[config.mk]
export PLATFORM = sky130hd
export DESIGN_NAME = ogrc_ctrl
export DESIGN_NICKNAME = d
export VERILOG_FILES = /design/src/rtl/ogrc_pkg.sv /design/src/rtl/ogrc_ctrl.sv
export SDC_FILE = /design/constraint.sdc
export NUM_CORES = 1
export LEC_CHECK = 0
export BUFFER_PORTS_ARGS = -buffer_cell sky130_fd_sc_hd__buf_2
export CAP_MARGIN = 0
export CORE_AREA = 2 2 39 41
export DETAILED_ROUTE_END_ITERATION = 10
export DIE_AREA = 0 0 41 43
export PLACE_DENSITY = 0.59
export RECOVER_POWER = 50
export REMOVE_ABC_BUFFERS = 1
export SETUP_SLACK_MARGIN = 0.2
export SLEW_MARGIN = 10
export SYNTH_ARGS = -nofsm -noshare
export SYNTH_HDL_FRONTEND = slang
export SYNTH_SLANG_ARGS = --single-unit
[constraint.sdc]
create_clock -name clock -period 1.3 [get_ports clock]
set_input_delay 0.065 -clock clock [delete_from_list [all_inputs] [get_ports clock]]
set_output_delay 0.065 -clock clock [all_outputs]
set_load 0.05 [all_outputs]
[src/rtl/ogrc_pkg.sv]
// Package for the occupancy grid ray count update block.
// Holds grid constants, beat payload types, controller codes and helper functions.
// No dependencies; every other file imports this package.
package ogrc_pkg;

   // Grid geometry and counter width.
   localparam int GRID_WIDTH  = 256;
   localparam int GRID_HEIGHT = 256;
   localparam int COUNT_BITS  = 16;

   // Derived widths.
   localparam int CELL_COUNT = GRID_WIDTH * GRID_HEIGHT;
   localparam int ADDR_BITS  = $clog2(CELL_COUNT);
   localparam int X_BITS     = $clog2(GRID_WIDTH);
   localparam int Y_BITS     = $clog2(GRID_HEIGHT);
   localparam int XY_BITS    = (X_BITS > Y_BITS) ? X_BITS : Y_BITS;
   localparam int ERR_BITS   = XY_BITS + 2;
   localparam int TOTAL_BITS = COUNT_BITS + 1;
   localparam int PROD_BITS  = COUNT_BITS + 8;

   // Fixed field widths of the beats.
   localparam int COORD_BITS  = 12;
   localparam int OUT_CNT_BITS = 16;
   localparam int WALK_BITS   = 9;
   localparam int PCT_BITS    = 7;
   localparam int CSR_IDX_BITS = 1;

   localparam logic [COUNT_BITS-1:0]   COUNT_MAX   = {COUNT_BITS{1'b1}};
   localparam logic [OUT_CNT_BITS-1:0] OUT_CNT_MAX = {OUT_CNT_BITS{1'b1}};
   localparam logic [WALK_BITS-1:0]    WALK_MAX    = {WALK_BITS{1'b1}};
   localparam logic [PCT_BITS-1:0]     PCT_SCALE   = 7'd100;

   // Register indexes and reset values.
   localparam logic [CSR_IDX_BITS-1:0] CSR_OCCUPIED_PCT = 1'b0;
   localparam logic [CSR_IDX_BITS-1:0] CSR_FREE_PCT     = 1'b1;
   localparam logic [PCT_BITS-1:0]     OCCUPIED_PCT_RST = 7'd65;
   localparam logic [PCT_BITS-1:0]     FREE_PCT_RST     = 7'd35;

   typedef enum logic {
      OP_TRACE = 1'b0,
      OP_READ  = 1'b1
   } op_type;

   typedef enum logic [1:0] {
      STAT_TRACED   = 2'd0,
      STAT_SKIPPED  = 2'd1,
      STAT_READ     = 2'd2,
      STAT_OFF_GRID = 2'd3
   } status_type;

   typedef enum logic [1:0] {
      CLASS_UNKNOWN  = 2'd0,
      CLASS_FREE     = 2'd1,
      CLASS_OCCUPIED = 2'd2
   } class_type;

   typedef struct packed {
      op_type                        operation;
      logic signed [COORD_BITS-1:0]  start_x;
      logic signed [COORD_BITS-1:0]  start_y;
      logic signed [COORD_BITS-1:0]  end_x;
      logic signed [COORD_BITS-1:0]  end_y;
   } req_type;

   typedef struct packed {
      status_type              status;
      class_type               cell_class;
      logic [OUT_CNT_BITS-1:0] hit_count;
      logic [OUT_CNT_BITS-1:0] pass_count;
      logic [WALK_BITS-1:0]    cells_walked;
   } rsp_type;

   // Controller states.
   typedef enum logic [3:0] {
      ST_CLEAR,
      ST_IDLE,
      ST_CHECK,
      ST_WALK,
      ST_END_READ,
      ST_END_WRITE,
      ST_CELL_READ,
      ST_CELL_WAIT,
      ST_CELL_CLASS,
      ST_DONE
   } state_type;

   // Which result the datapath captures.
   typedef enum logic [2:0] {
      RES_NONE,
      RES_SKIP,
      RES_OFF,
      RES_TRACE,
      RES_READ
   } res_sel_type;

   typedef struct packed {
      logic        clear_en;
      logic        latch_req;
      logic        walk_step;
      logic        count_walk;
      logic        hit_write;
      logic        class_mul;
      res_sel_type res_sel;
      logic        load_rsp;
   } cmd_type;

   typedef struct packed {
      logic clear_done;
      logic is_read;
      logic start_on;
      logic end_on;
      logic at_end;
   } sts_type;

   // True when a signed column lies on the grid.
   function automatic logic x_on_grid(logic signed [COORD_BITS-1:0] v);
      return !v[COORD_BITS-1] && ({1'b0, v} < (COORD_BITS+1)'(GRID_WIDTH));
   endfunction

   // True when a signed row lies on the grid.
   function automatic logic y_on_grid(logic signed [COORD_BITS-1:0] v);
      return !v[COORD_BITS-1] && ({1'b0, v} < (COORD_BITS+1)'(GRID_HEIGHT));
   endfunction

   // Row-major cell address.
   function automatic logic [ADDR_BITS-1:0] cell_addr(logic [X_BITS-1:0] x,
                                                      logic [Y_BITS-1:0] y);
      return ADDR_BITS'(ADDR_BITS'(y) * ADDR_BITS'(GRID_WIDTH)) + ADDR_BITS'(x);
   endfunction

   // Counter increment that sticks at the maximum.
   function automatic logic [COUNT_BITS-1:0] sat_inc(logic [COUNT_BITS-1:0] v);
      return (v == COUNT_MAX) ? v : v + 1'b1;
   endfunction

   // Clip a counter to the 16-bit result field.
   function automatic logic [OUT_CNT_BITS-1:0] clip_out(logic [COUNT_BITS-1:0] v);
      if (33'(v) > 33'(OUT_CNT_MAX)) begin
         return OUT_CNT_MAX;
      end else begin
         return OUT_CNT_BITS'(v);
      end
   endfunction

endpackage

[src/rtl/ogrc_ctrl.sv]
// Controller for the occupancy grid ray count update block.
// Sequences clearing, ray walks and cell reads; owns the result valid flag.
// Depends on ogrc_pkg.
module ogrc_ctrl (
   input  logic             clock,
   input  logic             reset,
   input  logic             req_valid,
   output logic             req_ready,
   output logic             rsp_valid,
   input  logic             rsp_ready,
   input  ogrc_pkg::sts_type sts,
   output ogrc_pkg::cmd_type cmd
);
   import ogrc_pkg::*;

   state_type state_ff, state_in;
   logic      rsp_valid_ff, rsp_valid_in;

   // State register.
   always_ff @(posedge clock) begin
      if (reset) begin
         state_ff <= ST_CLEAR;
      end else begin
         state_ff <= state_in;
      end
   end

   // Next state and commands.
   always_comb begin
      state_in  = state_ff;
      cmd       = '0;
      cmd.res_sel = RES_NONE;
      req_ready = 1'b0;
      unique case (state_ff)
         ST_CLEAR: begin
            cmd.clear_en = 1'b1;
            if (sts.clear_done) begin
               state_in = ST_IDLE;
            end
         end
         ST_IDLE: begin
            req_ready = 1'b1;
            if (req_valid) begin
               cmd.latch_req = 1'b1;
               state_in      = ST_CHECK;
            end
         end
         ST_CHECK: begin
            if (sts.is_read) begin
               if (sts.end_on) begin
                  state_in = ST_CELL_READ;
               end else begin
                  cmd.res_sel = RES_OFF;
                  state_in    = ST_DONE;
               end
            end else if (sts.start_on && sts.end_on) begin
               state_in = ST_WALK;
            end else begin
               cmd.res_sel = RES_SKIP;
               state_in    = ST_DONE;
            end
         end
         ST_WALK: begin
            cmd.count_walk = 1'b1;
            if (sts.at_end) begin
               state_in = ST_END_READ;
            end else begin
               cmd.walk_step = 1'b1;
            end
         end
         ST_END_READ: begin
            state_in = ST_END_WRITE;
         end
         ST_END_WRITE: begin
            cmd.hit_write = 1'b1;
            cmd.res_sel   = RES_TRACE;
            state_in      = ST_DONE;
         end
         ST_CELL_READ: begin
            state_in = ST_CELL_WAIT;
         end
         ST_CELL_WAIT: begin
            cmd.class_mul = 1'b1;
            state_in      = ST_CELL_CLASS;
         end
         ST_CELL_CLASS: begin
            cmd.res_sel = RES_READ;
            state_in    = ST_DONE;
         end
         ST_DONE: begin
            // Hand the result to the output register once it is free.
            if (!rsp_valid_ff || rsp_ready) begin
               cmd.load_rsp = 1'b1;
               state_in     = ST_IDLE;
            end
         end
         default: begin
            state_in = ST_IDLE;
         end
      endcase
   end

   // Result beat valid flag.
   always_comb begin
      if (cmd.load_rsp) begin
         rsp_valid_in = 1'b1;
      end else if (rsp_ready) begin
         rsp_valid_in = 1'b0;
      end else begin
         rsp_valid_in = rsp_valid_ff;
      end
   end

   always_ff @(posedge clock) begin
      if (reset) begin
         rsp_valid_ff <= 1'b0;
      end else begin
         rsp_valid_ff <= rsp_valid_in;
      end
   end

   assign rsp_valid = rsp_valid_ff;

`ifndef SYNTHESIS
   // A loaded result is offered on the next cycle.
   a_load_shows: assert property (@(posedge clock) disable iff (reset)
      cmd.load_rsp |=> rsp_valid_ff)
      else $error("result load did not raise rsp_valid");

   // The walk never steps past the end cell.
   a_no_step_at_end: assert property (@(posedge clock) disable iff (reset)
      cmd.walk_step |-> !sts.at_end)
      else $error("walk stepped at the end cell");
`endif

endmodule

## Word-level counts from Yosys, hierarchy flattened

Index checks and enable logic that the tools add are counted.

- Memories: 0
- Register bits: 5
- Latch bits: 0
- Memory bits (writable): 0
- Output and inout bits: 12
- Bits in read-only memories: 0

- $mul: 0
- Div/mod/pow operators: 0
- Shifts and indexed selects: 0
- Add/subtract/negate cells: 0
- Magnitude comparators: 0
- Equality and inequality tests: 13
- Muxes and demuxes: 24
- Reduce and logical (&&, ||, !) cells: 7
- Bitwise operators: 0

Operators with widths:

| cell | number |
|---|---|
| $pmux W4 S9 | 1 |
| $mux W4 | 7 |
| $eq A4 B3 Y1 const B | 4 |
| $mux W1 | 12 |
| $pmux W3 S3 | 1 |
| $eq A4 B2 Y1 const B | 2 |
| $eq A4 B4 Y1 const B | 2 |
| $ne A2 B2 Y1 const B | 4 |
| $eq A4 B1 Y1 const B | 1 |
| $logic_not A4 Y1 | 1 |
| $mux W2 | 2 |
| $reduce_and A4 Y1 | 1 |
| $mux W3 | 1 |
| $reduce_bool A2 Y1 | 1 |
| $reduce_or A2 Y1 | 1 |
| $logic_and A1 B1 Y1 | 1 |
| $logic_not A1 Y1 | 1 |
| $logic_or A1 B1 Y1 | 1 |

## Longest topological paths before layout

- Depth in word-level cells: 5
- Mapped depth: 5
- Gate-level depth less buffers: 4

## Worst setup path before layout

No wires, ideal clock.

- Path kind: reg2reg
- Start point: register state_ff[2]
- End point: register state_ff[0]
- Period minus slack after synthesis: 2.466 ns
- Setup time: 0.203 ns
- Cell stages (with the launch flop): 4
- Arrival: 2.263 ns
- Path buffers: 1
- Slack: -1.166 ns
- Cells stage by stage: dfxtp_1 buf_6 nor4_1 a221oi_2

- Longest elaborated chain between the ends: 3
- Elaborated cells on any way between the ends: 17
- Those cells by class: eq/ne: 13; mux: 1; reduce/logical: 3

RTL lines:

| what | RTL line | text |
|---|---|---|
| start, declared | ogrc_ctrl.sv:16 | `state_type state_ff, state_in;` |
| start signal, assigned | ogrc_ctrl.sv:24 | `state_ff <= state_in;` |
| $eq A4 B3 Y1 (tied with other cells) | ogrc_ctrl.sv:34 | `unique case (state_ff)` |
| $reduce_or A2 Y1 (no line) or $ne A2 B2 Y1 (tied branches) | n/a |  |
| $pmux W4 S9 or $reduce_and A4 Y1 (tied branches) | n/a |  |

Parallel ways exist; a longest one is shown, timed or not.
A chain may end at the register's enable or synchronous reset.

==> results.yml <==
run_status:
  status: "finished with violations"
  violations: "negative setup slack"
floorplan:
  design.core.area_um2: 1380
  initial_core_util_pct: 30.4
  die_y_um: 43
  die_area_um2: 1760
  die_w_um: 41
  row_count: 14
  ios: 21
clock_network:
  clk_pin_slew_ns: 0.05
  clock-sinks: 5
  clock_path_buffers: 2
  clk_root_buffer_cell: "clkbuf_4"
  htreeDepth: 1
  numCtsBuffers: 3
  cts_tree: "done"
  clock_latency_ns: 0.26
  cts_hold_buffers: 0
pwr:
  irDropWorstVdd_mv: 0.517
  power_density_nw_per_um2: 960
  leakagePower_uw: 0.000452
timing:
  rsz0062_at_grt: "true"
  slew_headroom_pct: 60.8
  period_share_pct: 107
  min_period_ns: 1.39
  worst_pin_slew_ns: 0.590
  final_max_slew_viol_count: 0
  fin_skew_ns: 0.00372
  setup_viol: 10
  hold_violations: 0
  fin_ws_ns: -0.0924
  fmax_ghz: 0.718
  hold_slack_ns: 0.0755
critical_path:
  crit_path_start: "state_ff[3]"
  r2r_start: "state_ff[1]"
  critPathTopFamily: "simple AND/OR/NAND/NOR gates"
  crit_type: "reg2out"
  rrSetupSlack_ns: -0.07
  cp_max_fo: 6
  cp_slowest_cell: "dfxtp_2"
  crit_buf_inv: 1
  cp.arrival_ns: 1.33
  critical-path-max-stage-delay_ns: 0.33
  worstPathRequired_ns: 1.24
  path_cells: "nand2b_4 -> nor3_4 -> and2_4 -> buf_8"
  start_kind: "flop"
  end_kind: "output port"
layout:
  diodes: 0
  num-fill-cells: 97
  areaGrowthSynthToFinish_pct: 147
  multiInputGateArea_um2: 400
  stdcell_count: 123
  drive_gt1_share_pct: 76.6
  ff_latch_area_um2: 113
  fin_nets: 117
yosys:
  synthCells: 57
  ys_ff_latch: 5
  syn-cell-area_um2: 420
  synth_top_area_share_pct: 23.8
  seq_area_frac_synth_pct: 23.8
  yosys_warnings: 0
  synth_largest_area_cell: "dfxtp_1"
  syn-mean-instance-area_um2: 7.38
  ys_types: 27
  synth_area_leaders: "dfxtp_1 24%, a21oi_1 8.3%, buf_6 5.4%"
detailed_routing:
  viasPerCell: 5.42
  route.detailed.drc: 0
  ant_nets: 0
  vias: 667
  wl_mm: 2.18
  drt_iter0_markers: 14
  drt_pass1_iterations: 4
  routedWlPerCell_um: 17.7
place:
  port_buffers: 20
  globalplace.congestion: 0.864
  dp.cells: 94
  hpwlAfterDp_um: 873
global_route:
  antenna_found_initial: 0
  grt_max_degree: 10
  grt_pass1_vias: 617
  grt_overflow: 0
  grt_pass1_wl_mm: 3.03
  track_usage_pct: 26.9
flow_run:
  maxCapViolCount: 0
worst_hold_path:
  min_from: "reset"
  hold_class: "in2reg"
==> per-stage QoR <==
step	utilization (%)	TNS (ns)	instance area, um2	power [uW]	setup slack [ns]
final	75.0	-0.375	1040	997	-0.0924
after global routing	75.0	-0.875	1040	1040	-0.115
after CTS	64.6	-0.0639	895	855	-0.0263
after detailed placement	39.2	0	543	472	0.0266
after global placement	39.2	0	543	471	0.0288
after floorplan	-	-7.30	385	380	-1.16
==> Yosys cell counts <==
| master | instances |
|---|---|
| nor3_2 | 1 |
| o21ai_0 | 4 |
| o41ai_2 | 1 |
| a211oi_1 | 1 |
| a21oi_1 | 7 |
| nand2_1 | 5 |
| a31oi_1 | 1 |
| and2_1 | 1 |
| a221oi_2 | 1 |
| and3_1 | 1 |
| inv_1 | 2 |
| o211a_2 | 1 |
| nor2_2 | 1 |
| nor3_1 | 4 |
| nand2b_2 | 1 |
| buf_2 | 1 |
| inv_2 | 1 |
| buf_4 | 1 |
| nor4_1 | 1 |
| dfxtp_1 | 5 |
| nand2b_1 | 3 |
| nand3b_1 | 1 |
| nor2_1 | 5 |
| a221oi_1 | 1 |
| nor3b_2 | 1 |
| nand3_1 | 3 |
| buf_6 | 2 |
==> logic make-up (layout without fill, tap and decap cells) <==
family	Yosys count	after routing	synth area share, %
compound gates	17	17	28.3
buf+inv	7	57	11.0
flops	5	5	23.8
simple gates	28	28	36.9
==> per-layer routing <==
metal	routed length [um]	vias up	share of wire (%)	global-route usage, %
li1	-	312	-	-
met1	885	316	41	33.2
met2	1080	32	50	40.0
met3	147	7	6.7	4.71
met4	65	0	3.0	18.7
met5	0	-	0	0
==> power breakdown <==
| part | switching, uW | total (uW) | internal (uW) |
|---|---|---|---|
| logic | 308 | 594 | 287 |
| registers | 27.4 | 193 | 166 |
| clock network | 90.9 | 209 | 118 |
==> area by class of cell <==
type / count / share of cell area, %
Multi-Input combinational cell: 45 / 38.6
Inverter: 3 / 2.05
Tap cell: 16 / 1.93
Sequential cell: 5 / 10.8
Clock buffer: 4 / 2.53
Timing Repair Buffer: 50 / 44.1
==> final timing paths <==
check / endpoint / depth (start not counted)
worst min-delay path: state_ff[0] / 2
worst min register to register: rsp_valid / 2
worst max-delay path: cmd[8] / 4
worst max register to register: state_ff[0] / 6
==> flip-flops by register name, indices dropped and copies added, names as in the netlist <==
register,flops
rsp_valid,1
state_ff,4
==> repair_timing <==
action / CTS / global route
resized for setup: 57 / 17
pin swaps: 13 / 10
setup buffers: 15 / 10
gates cloned: 0 / 0
setup endpoints to repair: 14 / 16
==> cell usage in the layout, fill, tap and decap left out, drive strengths merged <==
cell    count
buf        49
a21oi       7
nor2        6
nand2       5
nor3        5
clkbuf      5
dfxtp       5
o21ai       4
nand2b      4
inv         3
nand3       3
a221oi      2
nand3b      1
and2        1
nor4        1
a31oi       1
nor3b       1
o211a       1
and3        1
a211oi      1
o41ai       1
(Power assumes the default switching activity.)
